File: src/hdl/shb_pkg.sv
// Shared types, constants and round functions of the SHA-256 block hasher.
package shb_pkg;

	// Block geometry and round count.
	localparam int SHB_WORDS_PER_BLOCK = 16;
	localparam int SHB_ROUNDS = 64;
	localparam int SHB_DIGEST_WORDS = 8;

	// Standard initial hash value, word 0 in the lowest slot.
	localparam logic [7:0][31:0] SHB_IV = {
		32'h5be0cd19, 32'h1f83d9ab, 32'h9b05688c, 32'h510e527f,
		32'ha54ff53a, 32'h3c6ef372, 32'hbb67ae85, 32'h6a09e667
	};

	// One input item.
	typedef struct packed {
		logic [31:0] message_word;
		logic        last_word;
	} shb_in_t;

	// One result item.
	typedef struct packed {
		logic [31:0] digest_word;
		logic [2:0]  digest_index;
		logic        digest_last;
	} shb_out_t;

	// Work handed from the collector to the compression engine.
	typedef struct packed {
		logic [15:0][31:0] block;
		logic              compress;
		logic              emit;
	} shb_job_t;

	// Rotate right by a constant amount.
	function automatic logic [31:0] rotr(input logic [31:0] x, input int n);
		rotr = (x >> n) | (x << (32 - n));
	endfunction

	// Message schedule sigma functions.
	function automatic logic [31:0] ssig0(input logic [31:0] x);
		ssig0 = rotr(x, 7) ^ rotr(x, 18) ^ (x >> 3);
	endfunction

	function automatic logic [31:0] ssig1(input logic [31:0] x);
		ssig1 = rotr(x, 17) ^ rotr(x, 19) ^ (x >> 10);
	endfunction

	// Compression round Sigma functions.
	function automatic logic [31:0] bsig0(input logic [31:0] x);
		bsig0 = rotr(x, 2) ^ rotr(x, 13) ^ rotr(x, 22);
	endfunction

	function automatic logic [31:0] bsig1(input logic [31:0] x);
		bsig1 = rotr(x, 6) ^ rotr(x, 11) ^ rotr(x, 25);
	endfunction

	// Round constants.
	function automatic logic [31:0] round_k(input logic [5:0] t);
		case (t)
			6'd0: round_k = 32'h428a2f98;
			6'd1: round_k = 32'h71374491;
			6'd2: round_k = 32'hb5c0fbcf;
			6'd3: round_k = 32'he9b5dba5;
			6'd4: round_k = 32'h3956c25b;
			6'd5: round_k = 32'h59f111f1;
			6'd6: round_k = 32'h923f82a4;
			6'd7: round_k = 32'hab1c5ed5;
			6'd8: round_k = 32'hd807aa98;
			6'd9: round_k = 32'h12835b01;
			6'd10: round_k = 32'h243185be;
			6'd11: round_k = 32'h550c7dc3;
			6'd12: round_k = 32'h72be5d74;
			6'd13: round_k = 32'h80deb1fe;
			6'd14: round_k = 32'h9bdc06a7;
			6'd15: round_k = 32'hc19bf174;
			6'd16: round_k = 32'he49b69c1;
			6'd17: round_k = 32'hefbe4786;
			6'd18: round_k = 32'h0fc19dc6;
			6'd19: round_k = 32'h240ca1cc;
			6'd20: round_k = 32'h2de92c6f;
			6'd21: round_k = 32'h4a7484aa;
			6'd22: round_k = 32'h5cb0a9dc;
			6'd23: round_k = 32'h76f988da;
			6'd24: round_k = 32'h983e5152;
			6'd25: round_k = 32'ha831c66d;
			6'd26: round_k = 32'hb00327c8;
			6'd27: round_k = 32'hbf597fc7;
			6'd28: round_k = 32'hc6e00bf3;
			6'd29: round_k = 32'hd5a79147;
			6'd30: round_k = 32'h06ca6351;
			6'd31: round_k = 32'h14292967;
			6'd32: round_k = 32'h27b70a85;
			6'd33: round_k = 32'h2e1b2138;
			6'd34: round_k = 32'h4d2c6dfc;
			6'd35: round_k = 32'h53380d13;
			6'd36: round_k = 32'h650a7354;
			6'd37: round_k = 32'h766a0abb;
			6'd38: round_k = 32'h81c2c92e;
			6'd39: round_k = 32'h92722c85;
			6'd40: round_k = 32'ha2bfe8a1;
			6'd41: round_k = 32'ha81a664b;
			6'd42: round_k = 32'hc24b8b70;
			6'd43: round_k = 32'hc76c51a3;
			6'd44: round_k = 32'hd192e819;
			6'd45: round_k = 32'hd6990624;
			6'd46: round_k = 32'hf40e3585;
			6'd47: round_k = 32'h106aa070;
			6'd48: round_k = 32'h19a4c116;
			6'd49: round_k = 32'h1e376c08;
			6'd50: round_k = 32'h2748774c;
			6'd51: round_k = 32'h34b0bcb5;
			6'd52: round_k = 32'h391c0cb3;
			6'd53: round_k = 32'h4ed8aa4a;
			6'd54: round_k = 32'h5b9cca4f;
			6'd55: round_k = 32'h682e6ff3;
			6'd56: round_k = 32'h748f82ee;
			6'd57: round_k = 32'h78a5636f;
			6'd58: round_k = 32'h84c87814;
			6'd59: round_k = 32'h8cc70208;
			6'd60: round_k = 32'h90befffa;
			6'd61: round_k = 32'ha4506ceb;
			6'd62: round_k = 32'hbef9a3f7;
			6'd63: round_k = 32'hc67178f2;
			default: round_k = 32'h0;
		endcase
	endfunction

endpackage

File: src/hdl/shb_front.sv
// Word collector: gathers message words into blocks and classifies the work.
module shb_front (
	input  logic              clk,
	input  logic              arst_n,
	input  logic              push,
	output logic              full,
	input  shb_pkg::shb_in_t  msg,
	output logic              job_push,
	input  logic              job_full,
	output shb_pkg::shb_job_t job
);

	logic [3:0]        cnt_q;
	logic [14:0][31:0] buf_q;
	logic              accept;
	logic              blk_done;

	// An item is taken whenever the job queue has room.
	assign full = job_full;
	assign accept = push & ~job_full;
	assign blk_done = (cnt_q == 4'(shb_pkg::SHB_WORDS_PER_BLOCK - 1));

	// A completed block or a last word becomes a job for the engine.
	always_comb begin
		for (int i = 0; i < shb_pkg::SHB_WORDS_PER_BLOCK - 1; i++) begin
			job.block[i] = buf_q[i];
		end
		job.block[shb_pkg::SHB_WORDS_PER_BLOCK - 1] = msg.message_word;
		job.compress = blk_done;
		job.emit = msg.last_word;
		job_push = accept & (blk_done | msg.last_word);
	end

	// Word count; a last word drops any partial block.
	always_ff @(posedge clk or negedge arst_n) begin
		if (!arst_n) begin
			cnt_q <= '0;
		end else if (accept) begin
			if (blk_done || msg.last_word) begin
				cnt_q <= '0;
			end else begin
				cnt_q <= cnt_q + 4'd1;
			end
		end
	end

	// Collect buffer; the final word of a block goes straight into the job.
	always_ff @(posedge clk) begin
		if (accept && !blk_done) begin
			buf_q[cnt_q] <= msg.message_word;
		end
	end

endmodule

File: src/hdl/shb_job_queue.sv
// Two-entry queue of block jobs between the collector and the engine.
module shb_job_queue (
	input  logic              clk,
	input  logic              arst_n,
	input  logic              push,
	output logic              full,
	input  shb_pkg::shb_job_t wr_job,
	input  logic              pop,
	output logic              empty,
	output shb_pkg::shb_job_t rd_job
);

	shb_pkg::shb_job_t mem_q [2];
	logic              wr_ptr_q;
	logic              rd_ptr_q;
	logic [1:0]        cnt_q;
	logic              do_push;
	logic              do_pop;

	assign full = (cnt_q == 2'd2);
	assign empty = (cnt_q == 2'd0);
	assign do_push = push & ~full;
	assign do_pop = pop & ~empty;
	assign rd_job = mem_q[rd_ptr_q];

	// Pointers and fill level.
	always_ff @(posedge clk or negedge arst_n) begin
		if (!arst_n) begin
			wr_ptr_q <= 1'b0;
			rd_ptr_q <= 1'b0;
			cnt_q <= '0;
		end else begin
			if (do_push) begin
				wr_ptr_q <= ~wr_ptr_q;
			end
			if (do_pop) begin
				rd_ptr_q <= ~rd_ptr_q;
			end
			cnt_q <= cnt_q + 2'(do_push) - 2'(do_pop);
		end
	end

	// Storage.
	always_ff @(posedge clk) begin
		if (do_push) begin
			mem_q[wr_ptr_q] <= wr_job;
		end
	end

endmodule

File: src/hdl/shb_back.sv
// Compression engine: runs the 64 rounds per block and emits the digest.
module shb_back (
	input  logic              clk,
	input  logic              arst_n,
	input  logic              job_empty,
	output logic              job_pop,
	input  shb_pkg::shb_job_t job,
	input  logic              res_full,
	output logic              res_push,
	output shb_pkg::shb_out_t res_item
);

	localparam logic [1:0] ST_IDLE = 2'd0;
	localparam logic [1:0] ST_ROUND = 2'd1;
	localparam logic [1:0] ST_FINAL = 2'd2;
	localparam logic [1:0] ST_EMIT = 2'd3;

	logic [1:0]        state_q;
	logic [5:0]        rnd_q;
	logic [2:0]        idx_q;
	logic              emit_q;
	logic [7:0][31:0]  chain_q;
	logic [7:0][31:0]  v_q;
	logic [15:0][31:0] w_q;
	logic [31:0]       t1;
	logic [31:0]       t2;
	logic [31:0]       w_new;

	// Handshakes towards both queues.
	assign job_pop = (state_q == ST_IDLE) & ~job_empty;
	assign res_push = (state_q == ST_EMIT) & ~res_full;

	// Digest word selected by the emit counter.
	always_comb begin
		res_item.digest_word = chain_q[idx_q];
		res_item.digest_index = idx_q;
		res_item.digest_last = (idx_q == 3'(shb_pkg::SHB_DIGEST_WORDS - 1));
	end

	// Round function and schedule expansion.
	always_comb begin
		t1 = v_q[7] + shb_pkg::bsig1(v_q[4]) + ((v_q[4] & v_q[5]) ^ (~v_q[4] & v_q[6]))
			+ shb_pkg::round_k(rnd_q) + w_q[0];
		t2 = shb_pkg::bsig0(v_q[0]) + ((v_q[0] & v_q[1]) ^ (v_q[0] & v_q[2]) ^ (v_q[1] & v_q[2]));
		w_new = w_q[0] + shb_pkg::ssig0(w_q[1]) + w_q[9] + shb_pkg::ssig1(w_q[14]);
	end

	// Sequencer and chaining value.
	always_ff @(posedge clk or negedge arst_n) begin
		if (!arst_n) begin
			state_q <= ST_IDLE;
			rnd_q <= '0;
			idx_q <= '0;
			emit_q <= 1'b0;
			chain_q <= shb_pkg::SHB_IV;
		end else begin
			case (state_q)
				ST_IDLE: begin
					if (job_pop) begin
						rnd_q <= '0;
						idx_q <= '0;
						emit_q <= job.emit;
						if (job.compress) begin
							state_q <= ST_ROUND;
						end else if (job.emit) begin
							state_q <= ST_EMIT;
						end
					end
				end
				ST_ROUND: begin
					rnd_q <= rnd_q + 6'd1;
					if (rnd_q == 6'(shb_pkg::SHB_ROUNDS - 1)) begin
						state_q <= ST_FINAL;
					end
				end
				ST_FINAL: begin
					for (int i = 0; i < 8; i++) begin
						chain_q[i] <= chain_q[i] + v_q[i];
					end
					state_q <= emit_q ? ST_EMIT : ST_IDLE;
				end
				ST_EMIT: begin
					if (res_push) begin
						idx_q <= idx_q + 3'd1;
						if (res_item.digest_last) begin
							chain_q <= shb_pkg::SHB_IV;
							state_q <= ST_IDLE;
						end
					end
				end
				default: begin
					state_q <= ST_IDLE;
				end
			endcase
		end
	end

	// Working variables and the sliding schedule window.
	always_ff @(posedge clk) begin
		if (job_pop && job.compress) begin
			v_q <= chain_q;
			w_q <= job.block;
		end else if (state_q == ST_ROUND) begin
			v_q[7] <= v_q[6];
			v_q[6] <= v_q[5];
			v_q[5] <= v_q[4];
			v_q[4] <= v_q[3] + t1;
			v_q[3] <= v_q[2];
			v_q[2] <= v_q[1];
			v_q[1] <= v_q[0];
			v_q[0] <= t1 + t2;
			for (int i = 0; i < 15; i++) begin
				w_q[i] <= w_q[i + 1];
			end
			w_q[15] <= w_new;
		end
	end

`ifndef SYNTHESIS
	// The last round always hands over to the final addition.
	a_round_end: assert property (@(posedge clk) disable iff (!arst_n)
		(state_q == ST_ROUND && rnd_q == 6'(shb_pkg::SHB_ROUNDS - 1)) |=> (state_q == ST_FINAL))
		else $error("round sequence did not end in the final addition");

	// Digest items are only produced while emitting.
	a_push_emit: assert property (@(posedge clk) disable iff (!arst_n)
		res_push |-> (state_q == ST_EMIT))
		else $error("digest item pushed outside the emit phase");

	// The last digest word returns the engine to idle with a fresh chaining value.
	a_chain_reset: assert property (@(posedge clk) disable iff (!arst_n)
		(res_push && res_item.digest_last) |=> (state_q == ST_IDLE && chain_q == shb_pkg::SHB_IV))
		else $error("chaining value not restored after the digest");

	// Jobs are taken only when the engine is free.
	a_pop_idle: assert property (@(posedge clk) disable iff (!arst_n)
		job_pop |-> (state_q == ST_IDLE && !job_empty))
		else $error("job taken while the engine was busy");
`endif

endmodule

File: src/hdl/shb_result_queue.sv
// Two-entry queue holding digest items until the receiver takes them.
module shb_result_queue (
	input  logic              clk,
	input  logic              arst_n,
	input  logic              push,
	output logic              full,
	input  shb_pkg::shb_out_t wr_item,
	input  logic              pop,
	output logic              empty,
	output shb_pkg::shb_out_t rd_item
);

	shb_pkg::shb_out_t mem_q [2];
	logic              wr_ptr_q;
	logic              rd_ptr_q;
	logic [1:0]        cnt_q;
	logic              do_push;
	logic              do_pop;

	assign full = (cnt_q == 2'd2);
	assign empty = (cnt_q == 2'd0);
	assign do_push = push & ~full;
	assign do_pop = pop & ~empty;
	assign rd_item = mem_q[rd_ptr_q];

	// Pointers and fill level.
	always_ff @(posedge clk or negedge arst_n) begin
		if (!arst_n) begin
			wr_ptr_q <= 1'b0;
			rd_ptr_q <= 1'b0;
			cnt_q <= '0;
		end else begin
			if (do_push) begin
				wr_ptr_q <= ~wr_ptr_q;
			end
			if (do_pop) begin
				rd_ptr_q <= ~rd_ptr_q;
			end
			cnt_q <= cnt_q + 2'(do_push) - 2'(do_pop);
		end
	end

	// Storage.
	always_ff @(posedge clk) begin
		if (do_push) begin
			mem_q[wr_ptr_q] <= wr_item;
		end
	end

endmodule

File: src/hdl/sha256_block_hasher_unit.sv
// Top level of the SHA-256 block hasher: collector, job queue, engine, result queue.
//
// Usage: padded message words enter on msg with push; an item is taken at a
// clock edge with push high and full low. Every sixteen words form a block;
// a word with last_word set ends the message, and any partial block is dropped.
// Digest items leave on digest, oldest first, while empty is low, and one is
// taken at each edge with pop high.
// The collector takes one word per cycle while the job queue has room, and
// hands a finished block to a two-entry job queue. The engine takes a
// block only while idle: it loads the block, runs the rounds one round per
// cycle, then adds into the chaining value, and only then takes the next
// block. A last word that completes a block is compressed this way before
// its digest is emitted; one that only ends a partial block sends the engine
// straight to emitting. The eight digest words then follow one per cycle
// while the result queue has room.
// A stalled receiver fills the two-entry result queue and holds the engine,
// which then fills the job queue and raises full. Reset empties both queues
// and restores the standard initial hash value.
module sha256_block_hasher_unit (
	input  logic              clk,
	input  logic              arst_n,
	input  logic              push,
	output logic              full,
	input  shb_pkg::shb_in_t  msg,
	input  logic              pop,
	output logic              empty,
	output shb_pkg::shb_out_t digest
);

	logic              job_push;
	logic              job_full;
	logic              job_pop;
	logic              job_empty;
	shb_pkg::shb_job_t job_wr;
	shb_pkg::shb_job_t job_rd;
	logic              res_push;
	logic              res_full;
	shb_pkg::shb_out_t res_item;

	// Front: word collection and classification.
	shb_front u_front (
		.clk      (clk),
		.arst_n   (arst_n),
		.push     (push),
		.full     (full),
		.msg      (msg),
		.job_push (job_push),
		.job_full (job_full),
		.job      (job_wr)
	);

	// Queue decoupling the collector from the engine.
	shb_job_queue u_job_queue (
		.clk    (clk),
		.arst_n (arst_n),
		.push   (job_push),
		.full   (job_full),
		.wr_job (job_wr),
		.pop    (job_pop),
		.empty  (job_empty),
		.rd_job (job_rd)
	);

	// Back: compression rounds and digest emission.
	shb_back u_back (
		.clk       (clk),
		.arst_n    (arst_n),
		.job_empty (job_empty),
		.job_pop   (job_pop),
		.job       (job_rd),
		.res_full  (res_full),
		.res_push  (res_push),
		.res_item  (res_item)
	);

	// Output queue towards the receiver.
	shb_result_queue u_result_queue (
		.clk     (clk),
		.arst_n  (arst_n),
		.push    (res_push),
		.full    (res_full),
		.wr_item (res_item),
		.pop     (pop),
		.empty   (empty),
		.rd_item (digest)
	);

endmodule
File: config.mk
export PLATFORM = sky130hd
export DESIGN_NAME = sha256_block_hasher_unit
export DESIGN_NICKNAME = d
export VERILOG_FILES = /design/src/hdl/shb_pkg.sv /design/src/hdl/shb_front.sv /design/src/hdl/shb_job_queue.sv /design/src/hdl/shb_back.sv /design/src/hdl/shb_result_queue.sv /design/src/hdl/sha256_block_hasher_unit.sv
export SDC_FILE = /design/constraint.sdc
export NUM_CORES = 2
export LEC_CHECK = 0
export ABC_AREA = 1
export BUFFER_PORTS_ARGS = -buffer_cell sky130_fd_sc_hd__clkbuf_2
export CAP_MARGIN = 20
export CELL_PAD_IN_SITES_DETAIL_PLACEMENT = 0
export CELL_PAD_IN_SITES_GLOBAL_PLACEMENT = 1
export CORE_MARGIN = 2
export CORE_UTILIZATION = 35
export DETAILED_ROUTE_END_ITERATION = 12
export PLACE_DENSITY = 0.57
export SYNTH_ARGS = -nofsm -noshare
export SYNTH_HDL_FRONTEND = slang
export SYNTH_SLANG_ARGS = --single-unit
File: constraint.sdc
create_clock -name clk -period 51.3 [get_ports clk]
set_input_delay 2.565 -clock clk [delete_from_list [all_inputs] [get_ports clk]]
set_output_delay 2.565 -clock clk [all_outputs]
set_load 0.01 [all_outputs]
* After elaboration in Yosys (flattened, before gate mapping)
Memories as Yosys holds them, arrays and structs flattened.
Index checks and enable logic that the tools add are counted.
** Cells by class
- Add/sub/neg operators :: 25
- Order comparisons :: 3
- Equal/unequal tests :: 13
- Mux-type cells :: 30
- Bitwise operators :: 44
- Reduce and logical (&&, ||, !) cells :: 17
** Operators with widths (number)
- 2-to-1 mux 256 bit :: 4
- 2-to-1 mux 512 bit :: 2
- adder 32 bit :: 18
- case mux 256 bit (2 select lines) :: 1
- bitwise mux 480 bit :: 1
- bitwise XOR 32 bit :: 9
- AND 32 bit :: 5
- demux 32 bit (select 4 bit) :: 1
- binary-select mux 32 bit (select 3 bit) :: 1
- 2-to-1 mux 32 bit :: 2
- NOT 32 bit :: 1
- OR 10 x 32 -> 32 bit :: 1
- OR 13 x 32 -> 32 bit :: 1
- OR 14 x 32 -> 32 bit :: 1
- OR 15 x 32 -> 32 bit :: 1
- OR 19 x 32 -> 32 bit :: 1
- OR 21 x 32 -> 32 bit :: 1
- OR 25 x 32 -> 32 bit :: 1
- OR 26 x 32 -> 32 bit :: 1
- OR 30 x 32 -> 32 bit :: 1
- OR 7 x 32 -> 32 bit :: 1
- bitwise XOR 32 x 22 -> 32 bit :: 1
- bitwise XOR 32 x 29 -> 32 bit :: 1
- 2-to-1 mux 2 bit :: 7
- 33 further kinds :: 68
** Storage, ports and cells
- Bits in registers :: 1528
- Memory bits (writable) :: 1100
- Bits in read-only memories :: 2048
- Bits of input ports :: 37
- Output and inout port bits :: 38
- Word-level logic and storage cells :: 193
- Memories :: 3
** Memory list
- (no name shown) :: words 64, width 32, rd ports 1, clocked after Yosys merged registers in 0, wr ports 0, RTL line shb_pkg.sv:60 : case (t)
- u_job_queue.mem_q :: words 2, width 514, rd ports 1, clocked after Yosys merged registers in 0, wr ports 1, RTL line shb_job_queue.sv:13 : shb_pkg::shb_job_t mem_q [2];
- u_result_queue.mem_q :: words 2, width 36, rd ports 1, clocked after Yosys merged registers in 0, wr ports 1, RTL line shb_result_queue.sv:13 : shb_pkg::shb_out_t mem_q [2];

* Longest topological paths before layout
- Depth after elaboration :: 10
- Gate-level depth with buffers :: 47
- Mapped depth without buffers :: 46

* By module
From an unflattened synthesis, not the netlist that was laid out.
** Unflattened totals
- Cells, all modules :: 13780
- Area total of the unflattened synthesis :: 133982.2 um2
** By module, submodules not included
- shb_back :: times used 1, cells each 10264, area an instance 78530.3 um2, sequential area each 29938.7 um2
- shb_job_queue :: times used 1, cells each 2718, area an instance 37489.7 um2, sequential area each 30969.7 um2
- shb_front :: times used 1, cells each 577, area an instance 15093.2 um2, sequential area each 14513.9 um2
- shb_result_queue :: times used 1, cells each 221, area an instance 2869.0 um2, sequential area each 2262.2 um2

* Worst setup path after synthesis
No wires, ideal clock.
- Path type :: input to register
- From :: input push
- To :: memory u_job_queue.mem_q[1][0] (netlist bit), enable pin
- Setup time :: 1.403 ns
- Arrival :: 24.191 ns
- Data required time :: 49.897 ns
- Slack :: 25.706 ns
- Stages on the path :: 4
- Buffers on the path :: 0
- Cell sequence :: o21ai_0 > inv_1 > nand2_1 > nor2_1
** On the way
- Word-level cells in the longest chain between the ends :: 5
** RTL lines
- start: declaration :: RTL line sha256_block_hasher_unit.sv:22 : input logic push,
- AND 1 bit :: RTL line shb_front.sv:20 : assign accept = push & ~job_full;
- AND 1 bit :: RTL line shb_front.sv:31 : job_push = accept & (blk_done | msg.last_word);
- AND 1 bit :: RTL line shb_job_queue.sv:22 : assign do_push = push & ~full;
- 2-to-1 mux 1 bit :: RTL line shb_job_queue.sv:45 : if (do_push) begin
- 2-to-1 mux 1 bit (implied by the code) :: RTL line shb_job_queue.sv:46 : mem_q[wr_ptr_q] <= wr_job;
- end: declaration :: RTL line shb_job_queue.sv:13
No other way between the ends.

* Final worst setup path
- From :: register u_back.rnd_q[2]
- To :: register u_back.v_q[31] (netlist bit) (data pin)
** On the way
- Word-level cells in the longest chain between the ends :: 6
** RTL lines
- start: declaration :: RTL line shb_back.sv:19 : logic [5:0] rnd_q;
- start signal: assignment :: RTL line shb_back.sv:71 : rnd_q <= rnd_q + 6'd1;
- memory (64 x 32 bit)
- adder 32 bit (2 in a row) :: RTL line shb_back.sv:43 : + shb_pkg::round_k(rnd_q) + w_q[0];
- adder 32 bit :: RTL line shb_back.sv:111 : v_q[0] <= t1 + t2;
- 2-to-1 mux 256 bit :: RTL line shb_back.sv:103 : end else if (state_q == ST_ROUND) begin
- 2-to-1 mux 256 bit :: RTL line shb_back.sv:100 : if (job_pop && job.compress) begin
- end signal: assignment :: RTL line shb_back.sv:101 : v_q <= chain_q;
- end: declaration :: RTL line shb_back.sv:23 : logic [7:0][31:0] v_q;
No other way between the ends. The select of a mux whose other input is x is not followed.
A chain may end at the register's enable or synchronous reset.

==> reports/qor.txt <==
Outcome - finished, final reports clean
Min-delay worst type - register to register
Placed instance count - 17.3k
Depth of the most critical reg-to-reg path - 35
Worst stage delay on the critical path - 0.83 ns
Sequential area share after synthesis - 0.596
Critical path class - register to register
Die height - 614 um
Dpl ws - 42.17 ns
R2R setup slack - 42.07 ns
Crit. Startpoint - u_back.rnd_q[2]
TritonCTS buffer count - 304
Vias in the first global route - 93.0k
Nets - 13.2k
Initial Utilization - 0.351
Root Driver - clkbuf_16
TritonCTS clock tree - yes
Wirelength, routed - 496000 um
Largest net degree at the start of global routing - 158
Final TNS setup - 0 ns
Residual DRC - 0
Syn nets - 13.2k
Critical Path Sink - u_back.v_q[31]
Crit path top cell by count - nand2_1
Drt initial violations - 8578
Setup WS post-layout - 42.07 ns
CP required - 51.93 ns
Layout cells sized above 1 - 0.0693
CTS Sinks - 2628
Postcts setup bufs - 0
ANT nets after route - 0
Max Clock Skew - 0.0843 ns
Period utilisation layout - 0.180
Routed length per instance - 27.8 um
Post-DP HPWL - 359000 um
Clock tree buffer depth - 4
Core ar. - 371000 um^2
Clock Latency Late Sink - 0.95 ns
Most common cell after layout, fill and taps aside - nand2_1
PostCTS Resize Cnt - 0
RSZ-0062 raised after global routing - false
Final hold violations - 0
Die Width - 614 um
Worst Setup End Kind - register
Final setup vio count - 0
Async SR Flop Fraction - 0.107
Max Cap Violations - 0
Yosys warning total - 0
Worst-path cell with the longest stage delay - nor2_1
Maximum VDD drop - 0.0354 mV
RD Place Congestion - 0.953
Area of the multi-input gates - 45900 um^2
Pleak - 0.0578 uW
Avg Cell Area, Syn - 10.4 um^2
FF/Latch Area - 77700 um^2
Worst R2R Start - u_back.rnd_q[2]
Vias per Instance - 5.28
Vias - 94.1k
Boundary Pins - 75
Post-synth EDFFs - 2348
Fill count - 36.5k
Layout area overhead - 12.1%
First-pass GRT wire length - 700000 um
Yosys cell types - 68
Clock slew at reported path FFs - 0.06 ns
Cell area after synthesis - 130000 um^2
DRT Pass-1 Iters - 5
Slew @ Worst Pin - 1.43 ns
Cells after Synth - 12.6k
Rows - 224
CP arrival - 9.85 ns
Ys flop type - edfxtp_1
Worst Hold Launch - u_front.job[479]
Rel. slew slack - 0.0450
Synth Register Bits - 2628
Total congestion overflow - 0
Hold Buf Count CTS - 0
Post-Layout Cell Count - 17.8k
# port buffers - 74
Tot GR Track Use - 0.259
Initial antenna violation count - 20
Worst Setup Start Kind - register
R2R Path End - u_back.v_q[31]
Pins Over Slew Limit - 0
H-tree depth - 5
Die area - 377000 um^2
F_max - 108 MHz
Commonest cells after routing, fill and taps aside - 2988 x nand2_1, 2348 x edfxtp_1, 1196 x inv_1
Min Clock Period, post-route - 9.23 ns
Crit path max fanout - 38
Power per cell area - 33.6 nW/um^2
Worst hold margin - 0.374 ns
worst min path at each step:
stage / to / depth (start not counted)
3_3_place_gp: u_job_queue.mem_q[0][423] / 0
4_1_cts: u_job_queue.mem_q[1][479] / 0
5_1_grt: u_job_queue.mem_q[1][444] / 0
3_5_place_dp: u_job_queue.mem_q[0][156] / 0
2_1_floorplan: u_job_queue.mem_q[0][100] / 0
6_report: u_job_queue.mem_q[0][479] / 0
metal layers:
metal | global-route usage | part of all wire | wire length [um] | up-vias
li1 | - | - | - | 43400
met1 | 0.338 | 0.43 | 212000 | 47400
met2 | 0.440 | 0.48 | 239000 | 2610
met3 | 0.0318 | 0.048 | 23600 | 681
met4 | 0.101 | 0.043 | 21500 | 4
met5 | 0 | 0.000042 | 21 | -
state kept, by name, indices dropped and copies added, names as in the netlist, 3 cells and up:
name and count:
u_job_queue.mem_q 1028, u_front.job 480, u_back.idx_q 3, u_back.rnd_q 6
u_front.cnt_q 4, u_result_queue.mem_q 72, u_back.v_q 256, u_back.chain_q 256
u_back.w_q 512
kinds of logic (layout without fill, tap and decap cells):
group / after synthesis / after routing / share of synthesized area
compound gates: 2382 / 2382 / 0.104
xor+xnor: 386 / 386 / 0.0260
fa+ha+maj: 621 / 621 / 0.0704
buf+inv: 1703 / 1983 / 0.0533
flops: 2628 / 2628 / 0.596
mux: 27 / 27 / 0.00210
other cells: 0 / 14 / 0
simple gates: 4827 / 4827 / 0.147
worst max-delay path: cells and delay by family, from the launching register on:
family	cells	cell delay (ns)
compound gates	4	1.10
xor+xnor	1	0.48
fa+ha+maj	6	2.44
buf+inv	8	1.52
flops	1	0.32
simple gates	16	3.06
synth_stat cells, drive strengths merged (4+ instances only):
cell type,n,area [um^2]
o22ai,105,657
nand3b,25,188
ha,403,5040
a31oi,537,3360
nor2,1200,4540
clkbuf,285,1070
nand2,2991,11200
a21oi,631,3170
edfxtp,2348,70500
o311ai,6,52.6
a21boi,34,259
a221oi,24,210
dfrtp,144,3600
a31o,6,52.6
nand3,402,2020
mux2i,24,240
a32oi,5,43.8
inv,1207,4530
a21o,57,428
o31ai,5,37.5
o32ai,6,52.6
o21bai,61,458
maj3,23,230
or2,19,119
a22oi,10,75.1
nor3,77,390
xnor2,169,1480
and3,8,50.1
o221ai,8,70.1
o21ai,801,4020
nand4,88,551
fa,195,3900
a211oi,6,45.0
o211ai,44,330
and2,4,25.0
nor4,11,75.1
dfstp,136,3570
o21a,27,203
xor2,217,1900
buf,210,1330
power by group:
group / total (uW) / switching, uW / internal (uW)
registers: 2500 / 30.3 / 2470
logic: 214 / 174 / 39.9
clock network: 2190 / 933 / 1260
through the flow:
stage | area (um^2) | total power, uW | util
floorplan | 130000 | 2740 | -
global placement | 136000 | 2760 | 0.366
detailed placement | 136000 | 2770 | 0.366
CTS | 146000 | 4970 | 0.393
global route | 146000 | 5070 | 0.393
finish | 146000 | 4900 | 0.393
cell type report:
class                           count  share of cell area
Multi-Input combinational cell   8243               0.314
Sequential cell                  2628               0.532
Clock buffer                      376              0.0547
Antenna cell                       14            0.000240
Timing Repair Buffer              218              0.0109
Clock inverter                    181              0.0138
Inverter                         1208              0.0312
Tap cell                         4972              0.0426
No activity file was read; power rests on OpenSTA's default activity.
